[src/hw/rtl/utt_pkg.sv]
// utt_pkg: shared types and constants of the UTF-16 to UTF-8 transcoder.
// No dependencies; imported by the front, queue and back modules.
`default_nettype none

package utt_pkg;

  // Byte order marks as read low byte first
  localparam logic [15:0] BomSwap = 16'hFFFE;
  localparam logic [15:0] BomKeep = 16'hFEFF;

  // Encoding length limits
  localparam logic [15:0] OneByteMax = 16'd127;
  localparam logic [15:0] TwoByteMax = 16'd2047;

  // Lead and continuation prefixes
  localparam logic [7:0] LeadTwo  = 8'b1100_0000;
  localparam logic [7:0] LeadThree = 8'b1110_0000;
  localparam logic [7:0] ContByte = 8'b1000_0000;

  // Work queued from front to back: one code unit or one odd-length error
  typedef struct packed {
    logic        err;
    logic [15:0] code_unit;
  } utt_cmd_t;

  // Handshake between queue and back end
  typedef struct packed {
    logic     valid;
    utt_cmd_t cmd;
  } utt_head_t;

endpackage

`default_nettype wire

[src/hw/rtl/utt_if.sv]
// utt_if: valid/ready channel interfaces for input bytes and UTF-8 output words.
// No dependencies.
`default_nettype none

interface utt_in_if;
  logic       valid;
  logic       ready;
  logic [7:0] data_byte;
  logic       stream_end;

  modport source (output valid, output data_byte, output stream_end, input ready);
  modport sink   (input valid, input data_byte, input stream_end, output ready);
endinterface

interface utt_out_if;
  logic       valid;
  logic       ready;
  logic [7:0] out_byte;
  logic       last_of_run;
  logic       odd_length_error;

  modport source (output valid, output out_byte, output last_of_run,
                  output odd_length_error, input ready);
  modport sink   (input valid, input out_byte, input last_of_run,
                  input odd_length_error, output ready);
endinterface

`default_nettype wire

[src/hw/rtl/utf16_to_utf8_transcoder_unit.sv]
// utf16_to_utf8_transcoder_unit: top level of the UTF-16 to UTF-8 transcoder.
// Depends on utt_pkg, utt_if, utt_front, utt_queue and utt_back.
//
// Usage:
//  - in_i carries one raw UTF-16 byte per word (low byte of each unit first),
//    or an end-of-stream word with stream_end set, which carries no byte.
//  - out_o carries one UTF-8 byte per word; last_of_run marks the final word
//    caused by an input word. An end word arriving with a lone pending byte
//    gives one word with odd_length_error set and out_byte zero.
//  - The first unit of a stream is checked for a byte order mark (FFFE swaps,
//    FEFF keeps order); a mark is swallowed. End of stream re-arms that check.
// Timing:
//  - The front accepts one input word per cycle while the command queue has
//    room. The first output word of a completed unit is written into the
//    queue and then into the output register before it is valid on out_o.
//  - The back end emits one output word per cycle while the receiver takes
//    them, so a unit gives 1 to 3 output words.
//  - When the receiver stalls, the output register holds, the queue fills and
//    in_i.ready drops. Reset clears pairing state, queue and output valid.
`default_nettype none

module utf16_to_utf8_transcoder_unit #(
  parameter int unsigned QueueDepth = 2
) (
  input  wire logic clk_i,
  input  wire logic rst_ni,
  utt_in_if.sink    in_i,
  utt_out_if.source out_o
);
  import utt_pkg::*;

  logic      push_valid, push_ready, pop;
  utt_cmd_t  push_cmd;
  utt_head_t head;

  utt_front u_front (
    .clk_i        (clk_i),
    .rst_ni       (rst_ni),
    .in_valid_i   (in_i.valid),
    .in_ready_o   (in_i.ready),
    .data_byte_i  (in_i.data_byte),
    .stream_end_i (in_i.stream_end),
    .push_valid_o (push_valid),
    .push_ready_i (push_ready),
    .push_cmd_o   (push_cmd)
  );

  utt_queue #(
    .Depth (QueueDepth)
  ) u_queue (
    .clk_i        (clk_i),
    .rst_ni       (rst_ni),
    .push_valid_i (push_valid),
    .push_ready_o (push_ready),
    .push_cmd_i   (push_cmd),
    .head_o       (head),
    .pop_i        (pop)
  );

  utt_back u_back (
    .clk_i              (clk_i),
    .rst_ni             (rst_ni),
    .head_i             (head),
    .pop_o              (pop),
    .out_valid_o        (out_o.valid),
    .out_ready_i        (out_o.ready),
    .out_byte_o         (out_o.out_byte),
    .last_of_run_o      (out_o.last_of_run),
    .odd_length_error_o (out_o.odd_length_error)
  );

endmodule

`default_nettype wire

[src/hw/rtl/utt_front.sv]
// utt_front: pairs input bytes into code units, handles the byte order mark,
// and pushes encode or error commands. Depends on utt_pkg.
`default_nettype none

module utt_front (
  input  wire logic              clk_i,
  input  wire logic              rst_ni,
  input  wire logic              in_valid_i,
  output logic                   in_ready_o,
  input  wire logic [7:0]        data_byte_i,
  input  wire logic              stream_end_i,
  output logic                   push_valid_o,
  input  wire logic              push_ready_i,
  output utt_pkg::utt_cmd_t      push_cmd_o
);
  import utt_pkg::*;

  logic       pending_valid_q, pending_valid_d;
  logic [7:0] pending_low_q, pending_low_d;
  logic       first_seen_q, first_seen_d;
  logic       swap_q, swap_d;

  logic        accept;
  logic [15:0] raw_unit;

  // Take a word whenever the queue has room; words without output wait for room too
  assign in_ready_o = push_ready_i;
  assign accept     = in_valid_i && push_ready_i;
  assign raw_unit   = {data_byte_i, pending_low_q};

  // Pairing, mark detection and swap
  always_comb begin
    pending_valid_d = pending_valid_q;
    pending_low_d   = pending_low_q;
    first_seen_d    = first_seen_q;
    swap_d          = swap_q;
    push_valid_o    = 1'b0;
    push_cmd_o.err  = 1'b0;
    push_cmd_o.code_unit = raw_unit;
    if (accept) begin
      if (stream_end_i) begin
        push_valid_o    = pending_valid_q;
        push_cmd_o.err  = 1'b1;
        push_cmd_o.code_unit = '0;
        pending_valid_d = 1'b0;
        pending_low_d   = '0;
        first_seen_d    = 1'b0;
        swap_d          = 1'b0;
      end else if (!pending_valid_q) begin
        pending_valid_d = 1'b1;
        pending_low_d   = data_byte_i;
      end else begin
        pending_valid_d = 1'b0;
        pending_low_d   = '0;
        if (!first_seen_q) begin
          first_seen_d = 1'b1;
          swap_d       = (raw_unit == BomSwap);
          push_valid_o = (raw_unit != BomSwap) && (raw_unit != BomKeep);
        end else begin
          push_valid_o = 1'b1;
          if (swap_q) begin
            push_cmd_o.code_unit = {pending_low_q, data_byte_i};
          end
        end
      end
    end
  end

  always_ff @(posedge clk_i or negedge rst_ni) begin
    if (!rst_ni) begin
      pending_valid_q <= 1'b0;
      pending_low_q   <= '0;
      first_seen_q    <= 1'b0;
      swap_q          <= 1'b0;
    end else begin
      pending_valid_q <= pending_valid_d;
      pending_low_q   <= pending_low_d;
      first_seen_q    <= first_seen_d;
      swap_q          <= swap_d;
    end
  end

  // A push never happens without an accepted word
  a_push_needs_accept: assert property (@(posedge clk_i) disable iff (!rst_ni)
    push_valid_o |-> accept)
    else $error("utt_front: push without accepted word");

  // Swap mode only ever set once the first unit has been seen
  a_swap_after_first: assert property (@(posedge clk_i) disable iff (!rst_ni)
    swap_q |-> first_seen_q)
    else $error("utt_front: swap set before first unit");

  // An end word always leaves the block in its reset state
  a_end_clears: assert property (@(posedge clk_i) disable iff (!rst_ni)
    (accept && stream_end_i) |=> (!pending_valid_q && !first_seen_q && !swap_q))
    else $error("utt_front: end of stream did not clear state");

endmodule

`default_nettype wire

[src/hw/rtl/utt_queue.sv]
// utt_queue: small first-in first-out queue of commands between front and back.
// Depends on utt_pkg.
`default_nettype none

module utt_queue #(
  parameter int unsigned Depth = 2
) (
  input  wire logic              clk_i,
  input  wire logic              rst_ni,
  input  wire logic              push_valid_i,
  output logic                   push_ready_o,
  input  utt_pkg::utt_cmd_t      push_cmd_i,
  output utt_pkg::utt_head_t     head_o,
  input  wire logic              pop_i
);
  import utt_pkg::*;

  localparam int unsigned PtrW = (Depth > 1) ? $clog2(Depth) : 1;
  localparam int unsigned CntW = $clog2(Depth + 1);
  localparam logic [PtrW-1:0] LastPtr = PtrW'(Depth - 1);

  utt_cmd_t            mem_q [Depth];
  logic [PtrW-1:0]     wr_ptr_q, rd_ptr_q;
  logic [CntW-1:0]     count_q;
  logic                push, pop;

  assign push_ready_o = (count_q != CntW'(Depth));
  assign push         = push_valid_i && push_ready_o;
  assign pop          = pop_i && (count_q != '0);
  assign head_o.valid = (count_q != '0);
  assign head_o.cmd   = mem_q[rd_ptr_q];

  // Storage
  always_ff @(posedge clk_i) begin
    if (push) begin
      mem_q[wr_ptr_q] <= push_cmd_i;
    end
  end

  // Pointers and fill count
  always_ff @(posedge clk_i or negedge rst_ni) begin
    if (!rst_ni) begin
      wr_ptr_q <= '0;
      rd_ptr_q <= '0;
      count_q  <= '0;
    end else begin
      if (push) begin
        wr_ptr_q <= (wr_ptr_q == LastPtr) ? '0 : wr_ptr_q + 1'b1;
      end
      if (pop) begin
        rd_ptr_q <= (rd_ptr_q == LastPtr) ? '0 : rd_ptr_q + 1'b1;
      end
      if (push && !pop) begin
        count_q <= count_q + 1'b1;
      end else if (pop && !push) begin
        count_q <= count_q - 1'b1;
      end
    end
  end

  a_count_bound: assert property (@(posedge clk_i) disable iff (!rst_ni)
    count_q <= CntW'(Depth))
    else $error("utt_queue: fill count overflow");

  a_no_pop_empty: assert property (@(posedge clk_i) disable iff (!rst_ni)
    pop_i |-> head_o.valid)
    else $error("utt_queue: pop from empty queue");

  a_count_tracks: assert property (@(posedge clk_i) disable iff (!rst_ni)
    (push && !pop) |=> (count_q == $past(count_q) + 1'b1))
    else $error("utt_queue: count did not follow push");

endmodule

`default_nettype wire

[src/hw/rtl/utt_back.sv]
// utt_back: encodes queued code units into 1 to 3 UTF-8 words (an error into one word),
// one per cycle unless stalled, into a registered output stage. Depends on utt_pkg.
`default_nettype none

module utt_back (
  input  wire logic              clk_i,
  input  wire logic              rst_ni,
  input  utt_pkg::utt_head_t     head_i,
  output logic                   pop_o,
  output logic                   out_valid_o,
  input  wire logic              out_ready_i,
  output logic [7:0]             out_byte_o,
  output logic                   last_of_run_o,
  output logic                   odd_length_error_o
);
  import utt_pkg::*;

  logic [1:0]  idx_q, idx_d;
  logic        out_valid_q;
  logic [7:0]  out_byte_q;
  logic        last_q, err_q;

  logic [15:0] u;
  logic [1:0]  last_idx;
  logic [7:0]  byte_c;
  logic        last_c;
  logic        load;

  assign u = head_i.cmd.code_unit;

  // Encoded length, as index of the final word
  always_comb begin
    if (head_i.cmd.err || (u <= OneByteMax)) begin
      last_idx = 2'd0;
    end else if (u <= TwoByteMax) begin
      last_idx = 2'd1;
    end else begin
      last_idx = 2'd2;
    end
  end

  // Pick the word at the current position
  always_comb begin
    byte_c = '0;
    case (last_idx)
      2'd0: begin
        byte_c = head_i.cmd.err ? 8'd0 : u[7:0];
      end
      2'd1: begin
        byte_c = (idx_q == 2'd0) ? (LeadTwo | {3'b000, u[10:6]})
                                 : (ContByte | {2'b00, u[5:0]});
      end
      2'd2: begin
        case (idx_q)
          2'd0:    byte_c = LeadThree | {4'b0000, u[15:12]};
          2'd1:    byte_c = ContByte | {2'b00, u[11:6]};
          default: byte_c = ContByte | {2'b00, u[5:0]};
        endcase
      end
      default: byte_c = '0;
    endcase
  end

  assign last_c = (idx_q == last_idx);
  assign load   = head_i.valid && (!out_valid_q || out_ready_i);
  assign pop_o  = load && last_c;
  assign idx_d  = load ? (last_c ? 2'd0 : idx_q + 2'd1) : idx_q;

  // Output register and position counter
  always_ff @(posedge clk_i or negedge rst_ni) begin
    if (!rst_ni) begin
      idx_q       <= '0;
      out_valid_q <= 1'b0;
    end else begin
      idx_q <= idx_d;
      if (load) begin
        out_valid_q <= 1'b1;
      end else if (out_ready_i) begin
        out_valid_q <= 1'b0;
      end
    end
  end

  always_ff @(posedge clk_i) begin
    if (load) begin
      out_byte_q <= byte_c;
      last_q     <= last_c;
      err_q      <= head_i.cmd.err;
    end
  end

  assign out_valid_o        = out_valid_q;
  assign out_byte_o         = out_byte_q;
  assign last_of_run_o      = last_q;
  assign odd_length_error_o = err_q;

  a_err_word: assert property (@(posedge clk_i) disable iff (!rst_ni)
    (out_valid_q && err_q) |-> (last_q && out_byte_q == 8'd0))
    else $error("utt_back: malformed error word");

  a_idx_range: assert property (@(posedge clk_i) disable iff (!rst_ni)
    idx_q != 2'd3)
    else $error("utt_back: position counter out of range");

  a_hold_on_stall: assert property (@(posedge clk_i) disable iff (!rst_ni)
    (out_valid_q && !out_ready_i) |=> (out_valid_q && $stable(out_byte_q)))
    else $error("utt_back: output changed while stalled");

endmodule

`default_nettype wire
[src/flat_wrapper.sv]
// flat-port wrapper written by rule: the top's interface ports become plain ports
module utf16_to_utf8_transcoder_unit_flat import utt_pkg::*;
#(
  parameter int unsigned QueueDepth = 2
)
  (clk_i, rst_ni, in_i_valid, in_i_data_byte, in_i_stream_end, in_i_ready, out_o_valid, out_o_out_byte, out_o_last_of_run, out_o_odd_length_error, out_o_ready);
  utt_in_if in_i_i ();
  utt_out_if out_o_i ();
  input  wire logic clk_i;
  input  wire logic rst_ni;
  input wire logic [$bits(in_i_i.valid)-1:0] in_i_valid;
  input wire logic [$bits(in_i_i.data_byte)-1:0] in_i_data_byte;
  input wire logic [$bits(in_i_i.stream_end)-1:0] in_i_stream_end;
  output wire logic [$bits(in_i_i.ready)-1:0] in_i_ready;
  output wire logic [$bits(out_o_i.valid)-1:0] out_o_valid;
  output wire logic [$bits(out_o_i.out_byte)-1:0] out_o_out_byte;
  output wire logic [$bits(out_o_i.last_of_run)-1:0] out_o_last_of_run;
  output wire logic [$bits(out_o_i.odd_length_error)-1:0] out_o_odd_length_error;
  input wire logic [$bits(out_o_i.ready)-1:0] out_o_ready;
  assign in_i_i.valid = in_i_valid;
  assign in_i_i.data_byte = in_i_data_byte;
  assign in_i_i.stream_end = in_i_stream_end;
  assign in_i_ready = in_i_i.ready;
  assign out_o_valid = out_o_i.valid;
  assign out_o_out_byte = out_o_i.out_byte;
  assign out_o_last_of_run = out_o_i.last_of_run;
  assign out_o_odd_length_error = out_o_i.odd_length_error;
  assign out_o_i.ready = out_o_ready;
  utf16_to_utf8_transcoder_unit #(.QueueDepth(QueueDepth)) u_core (.clk_i(clk_i), .rst_ni(rst_ni), .in_i(in_i_i), .out_o(out_o_i));
endmodule
[config.mk]
export PLATFORM = sky130hd
export DESIGN_NAME = utf16_to_utf8_transcoder_unit_flat
export DESIGN_NICKNAME = d
export VERILOG_FILES = /design/src/hw/rtl/utt_pkg.sv /design/src/hw/rtl/utt_if.sv /design/src/hw/rtl/utf16_to_utf8_transcoder_unit.sv /design/src/hw/rtl/utt_front.sv /design/src/hw/rtl/utt_queue.sv /design/src/hw/rtl/utt_back.sv /design/src/flat_wrapper.sv
export SDC_FILE = /design/constraint.sdc
export NUM_CORES = 1
export LEC_CHECK = 0
export BUFFER_PORTS_ARGS = -buffer_cell sky130_fd_sc_hd__buf_2
export CAP_MARGIN = 20
export CORE_ASPECT_RATIO = 1.2
export CORE_MARGIN = 2
export CORE_UTILIZATION = 27
export DETAILED_ROUTE_END_ITERATION = 6
export MAX_ROUTING_LAYER = met4
export PLACE_DENSITY = 0.46
export SLEW_MARGIN = 20
export SYNTH_ARGS = -nofsm -noshare
export SYNTH_HDL_FRONTEND = slang
export SYNTH_HIERARCHICAL = 1
export SYNTH_SLANG_ARGS = --single-unit
[constraint.sdc]
create_clock -name clk_i -period 4.8 [get_ports clk_i]
set_input_delay 0.96 -clock clk_i [delete_from_list [all_inputs] [get_ports clk_i]]
set_output_delay 0.96 -clock clk_i [all_outputs]
set_load 0.005 [all_outputs]
# ---- Word level (Yosys, flattened, before mapping)
# Memories as Yosys holds them, arrays and structs flattened.
# Index checks and enable logic that the tools add are counted.
dict set report word_totals {
  register_bits 28
  mem_bits_rw 34
  n_memories 1
  input_bits 13
  wordCells 84
  output_inout_bits 12
}
dict set report op_classes {
  mux 34
  order_cmp 2
  add_sub_neg 5
  n_eq_ne 9
  n_reduce_logical 21
}
# name words width read_ports rd_ports_with_merged_regs wr line
set mem_list {}
lappend mem_list {u_core.u_queue.mem_q 2 17 1 0 1 utt_queue.sv:22} ;# utt_cmd_t mem_q [Depth];
# operator count
set op_table {}
lappend op_table {{2-to-1 mux 16 bit} 4}
lappend op_table {{!= test 16 bit, second input constant} 2}
lappend op_table {{2-to-1 mux 8 bit} 3}
lappend op_table {{case mux 8 bit (3 select lines)} 1}
lappend op_table {{2-to-1 mux 1 bit} 18}
lappend op_table {{2-to-1 mux 17 bit} 1}
lappend op_table {{== test 16 bit, second input constant} 1}
lappend op_table {{<= comparator 16 x 11 -> 1 bit, second input constant} 1}
lappend op_table {{<= comparator 16 x 7 -> 1 bit, second input constant} 1}
lappend op_table {{case mux 7 bit (2 select lines)} 1}
lappend op_table {{2-to-1 mux 2 bit} 5}
lappend op_table {{logical AND 1 bit} 8}
lappend op_table {{nonzero test 2 bit} 4}
lappend op_table {{2-to-1 mux 7 bit} 1}
lappend op_table {{adder 2 x 1 -> 2 bit, second input constant} 2}
lappend op_table {{== test 2 x 1 -> 1 bit, second input constant} 2}
lappend op_table {{zero test 2 bit} 2}
lappend op_table {{!= test 2 bit, second input constant} 2}
lappend op_table {{zero test 1 bit} 3}
lappend op_table {{AND reduction 3 bit} 1}
lappend op_table {{adder 1 bit, second input constant} 2}
lappend op_table {{== test 2 bit} 1}
lappend op_table {{== test 2 bit, second input constant} 1}
lappend op_table {{logical OR 1 bit} 2}
lappend op_table {{other kinds (2)} 2}

# ---- Depth between registers and ports, before layout
# Gate-level depths: netlist (run 1).
dict set report logic_depth {
  depth_word 11
  mapped_depth 12
  mapped_depth_nobuf 10
}

# ---- Cells and area by module
# Netlist (run 1), hierarchy kept.
# module seq_area_each_um2 instances area_each_um2 cells_each
set modules_own_cells {}
lappend modules_own_cells {utt_queue 1121.1 1 1473.9 71}
lappend modules_own_cells {utt_back 375.4 1 749.5 64}
lappend modules_own_cells {utt_front 275.3 1 705.7 78}

# ---- Worst setup path after synthesis (run 1)
# OpenSTA, ideal clock, no wires.
dict set report synth_path {
  path_type {register to register}
  from {reg u_core.u_queue.rd_ptr_q}
  to {reg u_core.u_queue.count_q[1]}
  setup_slack_ps 2126
  required_time_ps 4721
  period_less_slack_ps 2674
  n_path_buf 2
  arrival_time_ps 2594
  setup_ps 79
  path_stages_with_launch 12
  cell_sequence {dfrtp_1 buf_6 buf_12 mux2_4 or4_4 nor3_1 o21ai_1 a31oi_1 nand2_2 ha_1 nor2_1 xor2_1}
}
# item line
set synth_lines {}
lappend synth_lines {{from (decl)} utt_queue.sv:23} ;# logic [PtrW-1:0] wr_ptr_q, rd_ptr_q;
lappend synth_lines {{from (signal assigned)} utt_queue.sv:51} ;# rd_ptr_q <= (rd_ptr_q == LastPtr) ? '0 : rd_ptr_q + 1'b1;
lappend synth_lines {{to (signal assigned)} utt_queue.sv:54} ;# count_q <= count_q + 1'b1;
lappend synth_lines {{to (signal assigned)} utt_queue.sv:56} ;# count_q <= count_q - 1'b1;
lappend synth_lines {{to (decl)} utt_queue.sv:24} ;# logic [CntW-1:0] count_q;

==> summary.txt, run 1 <==
Outcome
  – Outcome: complete, no violations

STA
  – Worst slew pin tran: 0.907 ns
  – Max Clock Freq: 0.317 GHz
  – RSZ-0062 raised after global routing: false
  – Final setup fails: 0
  – Final worst path period need: approximately 3.2 ns
  – Clk_skew: 0.00691 ns
  – Fin worst setup slack: around 1.6 ns
  – Total Neg Setup Slack: 0 ns
  – Max Slew Vio Count: 0
  – Slew headroom: between 30 and 40%
  – Final Hold Vio Count: 0
  – Tcrit/Tclk final: 65.8%

Route
  – Iter 0 DRT Violations: 84
  – Detailed Route WL: 5.69 mm
  – Via/cell ratio: 4.74
  – WL/cell: between 15 and 20 um
  – Vias: 1779
  – DRT Pass-1 Iters: 4
  – Remaining antenna violation count after routing: 0
  – DR DRC count: 0

Logic synthesis
  – Post-synthesis sequential area ratio: 60.5%
  – YS warnings: 6
  – Synth async-reset ratio: 29.0%
  – Syn Nets: 229
  – Synth cell types: 45
  – Gate Count Post-Synth: between 200 and 250
  – Mapped Area: 0.00293 mm2
  – Top cells by count, synth: edfxtp_1 (44), dfrtp_1 (18), a22o_1 (17)
  – Seq cells post-synth: a little over 60
  – Yosys top cell area share: 45.1%
  – Top FF cell, synth: edfxtp_1
  – Top cells by area, synth: edfxtp_1 (45%), dfrtp_1 (15%), a22o_1 (5.1%)
  – Top-count cell post-synth: edfxtp_1
  – Post-synth EDFFs: between 40 and 50
  – Synth area leader: edfxtp_1
  – Syn avg cell area: 13.8 um2

Global route
  – Initial antenna violation count: 0
  – Largest net degree at the start of global routing: 24
  – Vias in the first global route: 1866
  – Total gr overflow: 0
  – First-pass GRT wire length: 9.48 mm
  – All-Layer GR Usage: roughly 11%

Clocking
  – CTS tree: done
  – PostCTS Resize Cnt: 0
  – Buffer count from post-CTS setup fixing: 0
  – Clock slew at reported path FFs: 0.05 ns
  – Clock Sink Count: 62
  – Root Driver: clkbuf_16
  – Maximum buffer depth of the clock tree: 2
  – Post-CTS Hold Fix Bufs: 0
  – Clk_lat worst skew: ~0.32 ns
  – CTS H-tree lvls: 3
  – TritonCTS Buffers: 9

Run
  – Max cap viols: 0

Power and ir drop
  – VDD IR-drop max: between 0.2 and 0.3 mV
  – Flop pwr share: 41.7%
  – Int Pwr: 1.45 mW
  – Power per cell area: 607 mW/mm2
  – Clock power frac: 29.9%
  – Sw Share: a little under a third
  – Psw: 641 uW
  – Lkg Pwr: roughly 1.3 nW
  – Comb pwr share: between 20% and 30%

Worst setup path
  – Worst path required time: slightly above 5 ns
  – Worst r2r path cells: 9
  – CP Capture Type: flip-flop
  – Maximum fanout along the worst path: 18
  – FF-to-FF setup slack: between 1.5 and 2 ns
  – Reg2reg start: u_core/u_queue/rd_ptr_q$_DFFE_PN0P_
  – Critical path class: flip-flop to flip-flop
  – Worst Path Arrival: 3.41 ns
  – Crit path launch type: flip-flop
  – R2r endpoint: u_core/u_queue/count_q[1]$_DFFE_PN0P_

Cells and area
  – Share of layout cells above drive strength 1: between 20% and 30%
  – Synth-to-layout area growth: 17.7%
  – Register Area: 0.00177 mm2
  – Footprint of the multi-input gates: 0.00108 mm2
  – Fillcell total: roughly 1000
  – Nets@finish: between 200 and 300
  – Inserted Diodes: 0
  – Final Cell Area: 0.00345 mm2

Die
  – Rows: 41
  – Die X: 99.1 um
  – Ports: 25
  – Starting Density: 27.7%
  – DIE AREA: roughly 0.012 mm2
  – Core area: 0.0106 mm2
  – Die Ht: 118 um

Hold path
  – Worst Hold Endpoint: u_core/u_queue/count_q[1]$_DFFE_PN0P_
  – Hold_sp: u_core/u_queue/count_q[1]$_DFFE_PN0P_
  – Hold Path Depth: 1
  – Hold Path Class: flip-flop to flip-flop

Placement
  – Global placer's final weighted congestion: between 0.7 and 0.8
  – IO Port Bufs: 24
  – Placed Area: 0.00316 mm2
  – Hpwl dp: approximately 4.0 mm
  – Setup WS pre-CTS: between 1.5 and 2 ns
per-layer routing:
metal / track usage, % / vias up / share of wire, % / routed length [um]
li1: - / 866 / - / -
met1: 13.3 / 872 / 46 / 2640
met2: 16.6 / 34 / 48 / 2720
met3: 3.68 / 7 / 4.1 / 231
met4: 4.88 / 0 / 1.8 / 104
met5: - / - / 0 / 0
cell families after synthesis:
kind of cell | synth area share [%]
adder cells (fa/ha/maj) | 1.28
multiplexers | 8.37
AO/OA/AOI/OAI | 12.7
AND/OR/NAND/NOR | 12.5
XOR/XNOR | 1.79
buffers and inverters | 2.86
flip-flops | 60.5
cell type report:
class	instances	area share, %
Tap cell	129	4.68
Clock buffer	11	7.04
Inverter	7	0.762
Sequential cell	62	51.4
Multi-Input combinational cell	137	31.2
Clock inverter	5	1.45
Timing Repair Buffer	24	3.48
power groups by stage:
stage          Combinational, mW  Clock, mW  Sequential [mW]
3_3_place_gp               0.596          0            0.886
4_1_cts                    0.606      0.648            0.874
6_report                   0.593      0.626            0.874
3_5_place_dp               0.601          0            0.883
2_1_floorplan              0.508          0            0.833
5_1_grt                    0.665      0.671            0.896
worst max-delay path, stage by stage, from the launching register on:
cell     delay (ns)
dfrtp_1        0.93
mux2_2         0.43
or4_4          0.54
nor3_1         0.15
o21ai_1        0.12
a31oi_1        0.22
nand2_2        0.09
ha_1           0.33
nor2_1         0.14
xor2_1         0.15
sequential cells by signal, summed over array words and instances, names as in the netlist, 2 cells and up:
signal / flops
u_core/u_queue/mem_q: 34
u_core/u_back/out_byte_o: 8
u_core/u_front/pending_low_q: 8
u_core/u_back/idx_q: 2
u_core/u_queue/count_q: 2
worst max-delay path by stage:
| stage | from | to | slack (ns) | cells past startpoint |
|---|---|---|---|---|
| floorplan | u_core/u_queue/rd_ptr_q$_DFFE_PN0P_ | u_core/u_queue/count_q[1]$_DFFE_PN0P_ | 2.13 | 11 |
| global placement | u_core/u_queue/rd_ptr_q$_DFFE_PN0P_ | u_core/u_queue/count_q[1]$_DFFE_PN0P_ | 1.63 | 9 |
| detailed placement | u_core/u_queue/rd_ptr_q$_DFFE_PN0P_ | u_core/u_queue/count_q[1]$_DFFE_PN0P_ | 1.59 | 9 |
| CTS | u_core/u_queue/rd_ptr_q$_DFFE_PN0P_ | u_core/u_queue/count_q[1]$_DFFE_PN0P_ | 1.59 | 9 |
| global route | u_core/u_queue/rd_ptr_q$_DFFE_PN0P_ | u_core/u_queue/count_q[1]$_DFFE_PN0P_ | 1.39 | 9 |
| finish | u_core/u_queue/rd_ptr_q$_DFFE_PN0P_ | u_core/u_queue/count_q[1]$_DFFE_PN0P_ | 1.64 | 9 |
cells in the final DEF, fill, tap and decap left out, drive strengths merged, types with 3 or more instances in the layout:
cell	synthesis	final
edfxtp	44	44
buf	6	24
dfrtp	18	18
a22o	17	17
mux2	17	17
nand2	16	16
nor2	14	14
o21ai	12	12
clkbuf	1	11
a21oi	11	11
inv	7	7
nor3	6	6
nand3	5	5
nand2b	4	4
xnor2	4	4
or4	4	4
and2	3	3
a221o	3	3
ha	3	3
clkinv	0	3
through the flow:
step / power, mW / hold WS, ns / utilization [%] / cells
6_report: 2.09 / 0.482 / 32.6 / 375
5_1_grt: 2.23 / 0.509 / 32.6 / 375
4_1_cts: 2.13 / 0.488 / 32.6 / 375
3_5_place_dp: 1.48 / 0.476 / 29.9 / 359
3_3_place_gp: 1.48 / 0.482 / 29.9 / 359
2_1_floorplan: 1.34 / 0.456 / - / 213
Power figures use the tool's default switching activity.
==> run 2: changes to the inputs <==
ABC_AREA = 1   (was default)
clock period = 3.27 ns   (was 4.8 ns; I/O delays follow)
==> run 2 against run 1 <==
Synthesized area rose by 15%. First-iteration DRC count rose by 36%. Sequential power grew 44%. Core utilization decreased by 0.44 points. Critical endpoint unchanged. Cell count up 51%. Largest cell class unchanged. Combinational power up 91%. Largest power group unchanged. Clock power up 58%.
==> summary.txt, run 2 <==
Global route
  – Vias in the first global route: 2403 (+29%)
  – Total gr overflow: 0 (unchanged)
  – Largest net degree at the start of global routing: 20 (-17%)
  – All-Layer GR Usage: 11.7% (+0.72 points)
  – First-pass GRT wire length: 12.0 mm (+26%)
  – Initial antenna violation count: 0 (unchanged)

Route
  – Remaining antenna violation count after routing: 0 (unchanged)
  – Via/cell ratio: 4.30 (-9.4%)
  – DR DRC count: 0 (unchanged)
  – DRT Pass-1 Iters: 4 (unchanged)
  – Vias: 2432 (+37%)
  – Detailed Route WL: 6.90 mm (+21%)
  – Iter 0 DRT Violations: 114 (+36%)
  – WL/cell: 12.2 um (-20%)

Cells and area
  – Inserted Diodes: 0 (unchanged)
  – Most common cell after layout, fill and taps aside: nand2_1
  – Most frequent cells in the layout: nand2_1 (105), edfxtp_1 (44), inv_1 (42)
  – Synth-to-layout area growth: 16.1%
  – Top reg by flops: u_core/u_queue/mem_q
  – Final Cell Area: 0.00390 mm2 (+13%)
  – Max FFs per register: 34 (unchanged)
  – Share of layout cells above drive strength 1: 19.3% (-10 points)
  – Final std cells w/o fill: 566 (+51%)
  – Nets@finish: 416 (+62%)
  – Final core utilization: 32.2% (-0.44 points)

Clocking
  – Maximum buffer depth of the clock tree: 2 (unchanged)
  – Clock slew at reported path FFs: 0.06 ns (about the same)
  – CTS H-tree lvls: 3 (unchanged)
  – Clk_lat worst skew: 0.32 ns (about the same)
  – TritonCTS Buffers: 9 (unchanged)
  – Clock Sink Count: 62 (unchanged)
  – Post-CTS Hold Fix Bufs: 0 (unchanged)
  – Buffer count from post-CTS setup fixing: 0 (unchanged)
  – CTS tree: done
  – PostCTS Resize Cnt: 0 (unchanged)
  – Root Driver: clkbuf_16

Placement
  – Global placer's final weighted congestion: 0.831 (+6.7%)
  – Placed Cells incl. Taps: 550 (+53%)
  – Placed Area: 0.00359 mm2 (+14%)
  – Hpwl dp: 5.19 mm (+29%)
  – Setup WS pre-CTS: 0.663 ns (-0.931 ns)
  – IO Port Bufs: 24 (unchanged)

Die
  – Die X: 106 um (+6.8%)
  – Die Ht: 126 um (+6.8%)
  – Rows: 44 (+7.3%)
  – Starting Density: 27.7% (about the same)
  – Core area: 0.0121 mm2 (+15%)
  – DIE AREA: 0.0134 mm2 (+14%)
  – Ports: 25 (unchanged)

STA
  – Clk_skew: 0.00750 ns (+0.000590 ns)
  – Final worst path period need: 2.62 ns (-0.539 ns)
  – Max Clock Freq: 0.382 GHz (+21%)
  – Fin worst setup slack: 0.649 ns (-0.991 ns)
  – Slew headroom: 56.2% (+17 points)
  – Final setup fails: 0 (unchanged)
  – Final Hold Vio Count: 0 (unchanged)
  – Worst slew pin tran: 0.658 ns (-0.250 ns)
  – Hold slack: 0.277 ns (-0.205 ns)
  – RSZ-0062 raised after global routing: false
  – Total Neg Setup Slack: 0 ns (unchanged)
  – Max Slew Vio Count: 0 (unchanged)
  – Tcrit/Tclk final: 80.1% (+14 points)

Worst setup path
  – R2r endpoint: u_core/u_queue/count_q[1]$_DFFE_PN0P_
  – Maximum fanout along the worst path: 19 (+1)
  – Crit path launch type: flip-flop
  – CP Capture Type: flip-flop
  – Reg2reg start: u_core/u_queue/rd_ptr_q$_DFFE_PN0P_
  – FF-to-FF setup slack: 0.65 ns (-0.99 ns)
  – Worst r2r path cells: 14 (+5)
  – Worst path required time: 3.48 ns (-1.57 ns)
  – Worst Path Arrival: 2.83 ns (-0.58 ns)
  – Critical Path End: u_core/u_queue/count_q[1]$_DFFE_PN0P_
  – Worst Setup SP: u_core/u_queue/rd_ptr_q$_DFFE_PN0P_
  – Critical path class: flip-flop to flip-flop

Power and ir drop
  – Lkg Pwr: 1.77 nW (+35%)
  – VDD IR-drop max: 0.272 mV (+8.1%)
  – Total power: 3.37 mW (+61%)
  – Power per cell area: 866 mW/mm2 (+43%)

Logic synthesis
  – Synth area leader: edfxtp_1
  – Post-synthesis sequential area ratio: 52.8% (-7.7 points)
  – Top FF cell, synth: edfxtp_1
  – Top cells by area, synth: edfxtp_1 (39%), dfrtp_1 (13%), nand2_1 (12%)
  – Synth async-reset ratio: 29.0% (unchanged)
  – Mapped Area: 0.00336 mm2 (+15%)
  – Top-count cell post-synth: nand2_1
  – YS warnings: 6 (unchanged)
  – Yosys top cell area share: 39.3% (-5.8 points)
  – Top cells by count, synth: nand2_1 (105), edfxtp_1 (44), inv_1 (42)
  – Syn avg cell area: 9.00 um2 (-35%)
  – Gate Count Post-Synth: 373 (+75%)
  – Post-synth EDFFs: 44 (unchanged)
  – Syn Nets: 389 (+70%)
  – Seq cells post-synth: 62 (unchanged)
  – Synth cell types: 37 (-18%)

Run
  – Max cap viols: 0 (unchanged)

Outcome
  – Outcome: complete, no violations

Hold path
  – Hold Path Class: input pin to async pin
[run 2: cell count changes after synthesis, sizes merged, moves of 6 or more]
cell / before / now
nor2: 14 / 43
o21ai: 12 / 33
nor3: 6 / 0
nand2: 16 / 117
a22o: 17 / 3
o211ai: 0 / 9
nand3: 5 / 35
mux2: 17 / 0
inv: 7 / 50
a21oi: 11 / 1
[run 2: kinds of logic after synthesis]
logic type	count (synthesis)	share of synthesized area (%)
and+or+nand+nor	197	27.2
DFF	62	52.8
buffers and inverters	60	8.90
AOI/OAI and AO/OA	49	9.24
adders and majority gates	3	1.12
xor gates and xnor gates	2	0.745
[run 2: how the worst min path moves through the flow]
| stage | from | end | slack (ns) | cells past startpoint |
|---|---|---|---|---|
| CTS | rst_ni | u_core/u_front/first_seen_q$_DFFE_PN0P_ | 0.29 | 1 |
| global placement | u_core/u_back/out_valid_o$_DFFE_PN0P_ | u_core/u_back/out_valid_o$_DFFE_PN0P_ | 0.48 | 2 |
| floorplan | rst_ni | u_core/u_back/idx_q[0]$_DFFE_PN0P_ | 0.36 | 0 |
| detailed placement | u_core/u_back/out_valid_o$_DFFE_PN0P_ | u_core/u_back/out_valid_o$_DFFE_PN0P_ | 0.49 | 2 |
| global route | rst_ni | u_core/u_front/swap_q$_DFFE_PN0P_ | 0.31 | 1 |
| finish | rst_ni | u_core/u_front/swap_q$_DFFE_PN0P_ | 0.28 | 1 |
[run 2: worst max-delay path, stage by stage (launching register included)]
cell and delay [ns]:
dfrtp_1 0.76, inv_8 0.13, nand2_1 0.09, nand2_1 0.08, inv_1 0.28, nand3_1 0.15
nand2_1 0.10, nand3_2 0.11, nor2_1 0.16, nand2_2 0.08, ha_1 0.32, inv_1 0.08
nand3_1 0.07, nand2_1 0.06, nand2_1 0.04
[run 2: layout make-up]
cell class	instances	area, um2
Inverter	50	195
Clock buffer	12	236
Fill cell	1303	8210
Sequential cell	62	1770
Multi-Input combinational cell	251	1290
Tap cell	161	201
Clock inverter	4	71.3
Timing Repair Buffer	26	135
[run 2: per-layer routing]
metal	routed length (um)	global-route usage (%)	vias up
met5	0	-	-
met4	106	3.87	0
met3	236	3.26	10
met2	3230	18.2	44
met1	3320	14.7	1106
li1	-	-	1272
[run 2: power breakdown]
| group | total (mW) | internal (mW) | switching, mW |
|---|---|---|---|
| Sequential | 1.26 | 1.12 | 0.140 |
| Combinational | 1.13 | 0.376 | 0.752 |
| Clock | 0.990 | 0.665 | 0.325 |
==> run 3: changes to the inputs <==
ABC_AREA = 0   (was 1)
clock period = 2.6 ns   (was 3.27 ns; I/O delays follow)
==> run 3 against run 2 <==
Register-to-register slack got worse by 0.62 ns. Non-clock buffer count is 12 higher. Largest power group unchanged. Die area decreased by 12%. Critical path type unchanged. Sequential share of layout area up 4.2 points. Combinational power increased by 16%.
==> summary.txt, run 3 (same netlist as run 1, synthesis figures left out) <==
STA
  – Max Slew Vio Count: 0 (unchanged)
  – Final worst path period need: 2.58 ns (-0.0454 ns)
  – Slew headroom: 47.0% (-9.1 points)
  – Final Hold Vio Count: 0 (unchanged)
  – Tcrit/Tclk final: 99.1% (+19 points)
  – Hold slack: 0.136 ns (-0.142 ns)
  – RSZ-0062 raised after global routing: true
  – Worst slew pin tran: 0.795 ns (+0.137 ns)
  – Clk_skew: 0.00771 ns (+0.000207 ns)
  – Final setup fails: 0 (unchanged)
  – Max Clock Freq: 0.388 GHz (+1.8%)

Route
  – Detailed Route WL: 5.95 mm (-14%)
  – DR DRC count: 0 (unchanged)
  – Vias: 1839 (-24%)
  – Remaining antenna violation count after routing: 0 (unchanged)
  – DRT Pass-1 Iters: 4 (unchanged)
  – Iter 0 DRT Violations: 79 (-31%)
  – WL/cell: 15.3 um (+26%)
  – Via/cell ratio: 4.73 (+10%)

Cells and area
  – Most frequent cells in the layout: edfxtp_1 (44), buf_2 (24), dfrtp_1 (18)
  – Top reg by flops: u_core/u_queue/mem_q
  – Share of layout cells above drive strength 1: 34.2% (+15 points)
  – Synth-to-layout area growth: 21.9%
  – Nets@finish: 271 (-35%)
  – Final std cells w/o fill: 389 (-31%)
  – Most common cell after layout, fill and taps aside: edfxtp_1
  – Max FFs per register: 34 (unchanged)
  – Fillcell total: 1042 (-20%)
  – Inserted Diodes: 0 (unchanged)

Power and ir drop
  – Comb pwr share: 33.3% (about the same)
  – Lkg Pwr: 1.37 nW (-22%)
  – Int Pwr: 2.68 mW (+24%)
  – Power per cell area: 1100 mW/mm2 (+27%)
  – Clock power frac: 26.9% (-2.4 points)
  – Flop pwr share: 39.8% (+2.6 points)
  – Psw: 1.24 mW (+1.8%)
  – VDD IR-drop max: 0.388 mV (+43%)
  – Sw Share: 31.6% (-4.5 points)

Placement
  – IO Port Bufs: 24 (unchanged)
  – Hpwl dp: 4.36 mm (-16%)
  – Global placer's final weighted congestion: 0.752 (-9.5%)
  – Placed Cells incl. Taps: 371 (-33%)

Clocking
  – Post-CTS Hold Fix Bufs: 0 (unchanged)
  – Root Driver: clkbuf_16
  – Clk_lat worst skew: 0.33 ns (about the same)
  – Maximum buffer depth of the clock tree: 2 (unchanged)
  – Clock slew at reported path FFs: 0.05 ns (about the same)
  – CTS tree: done
  – CTS H-tree lvls: 3 (unchanged)
  – Clock Sink Count: 62 (unchanged)
  – TritonCTS Buffers: 9 (unchanged)

Worst setup path
  – Critical path class: flip-flop to flip-flop
  – Worst path required time: 2.81 ns (-0.67 ns)
  – Crit path launch type: flip-flop
  – Worst Path Arrival: 2.78 ns (-0.05 ns)
  – Maximum fanout along the worst path: 11 (-8)
  – CP Capture Type: flip-flop
  – R2r endpoint: u_core/u_queue/count_q[1]$_DFFE_PN0P_
  – FF-to-FF setup slack: 0.02 ns (-0.62 ns)
  – Worst r2r path cells: 11 (-3)
  – Reg2reg start: u_core/u_queue/rd_ptr_q$_DFFE_PN0P_

Global route
  – All-Layer GR Usage: 11.5% (-0.17 points)
  – First-pass GRT wire length: 9.93 mm (-17%)
  – Vias in the first global route: 1956 (-19%)
  – Initial antenna violation count: 0 (unchanged)
  – Total gr overflow: 0 (unchanged)
  – Largest net degree at the start of global routing: 20 (unchanged)

Die
  – Rows: 41 (-6.8%)
  – Die X: 99.1 um (-6.4%)
  – DIE AREA: 0.0117 mm2 (-12%)
  – Core area: 0.0106 mm2 (-13%)
  – Die Ht: 118 um (-6.4%)
  – Ports: 25 (unchanged)
  – Starting Density: 27.7% (about the same)

Run
  – Max cap viols: 0 (unchanged)

Hold path
  – Hold Path Class: input pin to async pin

Outcome
  – Outcome: complete, no violations
## run 3: power by group through the flow
stage	Combinational [mW]	Clock, mW	Sequential, mW
final	1.31	1.05	1.56
after global routing	1.45	1.14	1.59
after CTS	1.31	1.09	1.56
after detailed placement	1.31	0	1.57
after global placement	1.30	0	1.58
after floorplan	0.958	0	1.54
## run 3: layout make-up
class                   count  area [um2]  area share, %
flip-flops and latches     62        1770           49.6
well taps                 129         161           4.52
clock buffers              13         240           6.73
repair buffers             38         238           6.66
multi-input cells         137        1110           31.1
clock inverters             3        21.3          0.596
inverters                   7        26.3          0.736
## run 3: worst max path at each step
stage                                            end                                 from  slack [ns]  cells after the start
2_1_floorplan  u_core/u_queue/count_q[1]$_DFFE_PN0P_  u_core/u_queue/rd_ptr_q$_DFFE_PN0P_       -0.02                     12
3_3_place_gp   u_core/u_queue/count_q[1]$_DFFE_PN0P_  u_core/u_queue/rd_ptr_q$_DFFE_PN0P_        0.04                     11
3_5_place_dp   u_core/u_queue/count_q[1]$_DFFE_PN0P_  u_core/u_queue/rd_ptr_q$_DFFE_PN0P_       -0.01                     11
4_1_cts        u_core/u_queue/count_q[1]$_DFFE_PN0P_  u_core/u_queue/rd_ptr_q$_DFFE_PN0P_       -0.01                     11
5_1_grt        u_core/u_queue/count_q[1]$_DFFE_PN0P_  u_core/u_queue/rd_ptr_q$_DFFE_PN0P_       -0.07                     11
6_report       u_core/u_queue/count_q[1]$_DFFE_PN0P_  u_core/u_queue/rd_ptr_q$_DFFE_PN0P_        0.02                     11
## run 3: per-stage QoR
stage	cell area, um2	TNS, ns	power [mW]	worst slack (ns)	util (%)
6_report	3570	0	3.92	0.0246	33.8
5_1_grt	3570	-0.0655	4.18	-0.0655	33.8
4_1_cts	3550	-0.0146	3.97	-0.0146	33.6
3_5_place_dp	3280	-0.0110	2.88	-0.0110	31.0
3_3_place_gp	3280	0	2.88	0.0356	31.0
2_1_floorplan	2950	-0.0167	2.50	-0.0167	-
## run 3: routing by layer
layer | wire [um] | track usage [%] | vias to the layer above
li1 | - | - | 894
met1 | 2550 | 13.1 | 889
met2 | 2930 | 17.9 | 41
met3 | 260 | 3.50 | 15
met4 | 208 | 6.59 | 0
met5 | 0 | - | -
## run 3: worst max-delay path, stage by stage (launching register included)
cell and delay, ns:
dfrtp_1 0.40, buf_12 0.16, mux2_4 0.30, or4_4 0.58, nor4b_4 0.16, o21ai_2 0.17
a31oi_2 0.11, nand2_2 0.09, ha_4 0.12, xor2_1 0.14, nor2_1 0.07, xor2_1 0.15
## run 3: timing repair
| item | in CTS | in global routing |
|---|---|---|
| gates resized for setup | 1 | 1 |
| pin swaps | 0 | 3 |
| setup buffers | 0 | 2 |
| endpoints found under the setup margin | 1 | 1 |
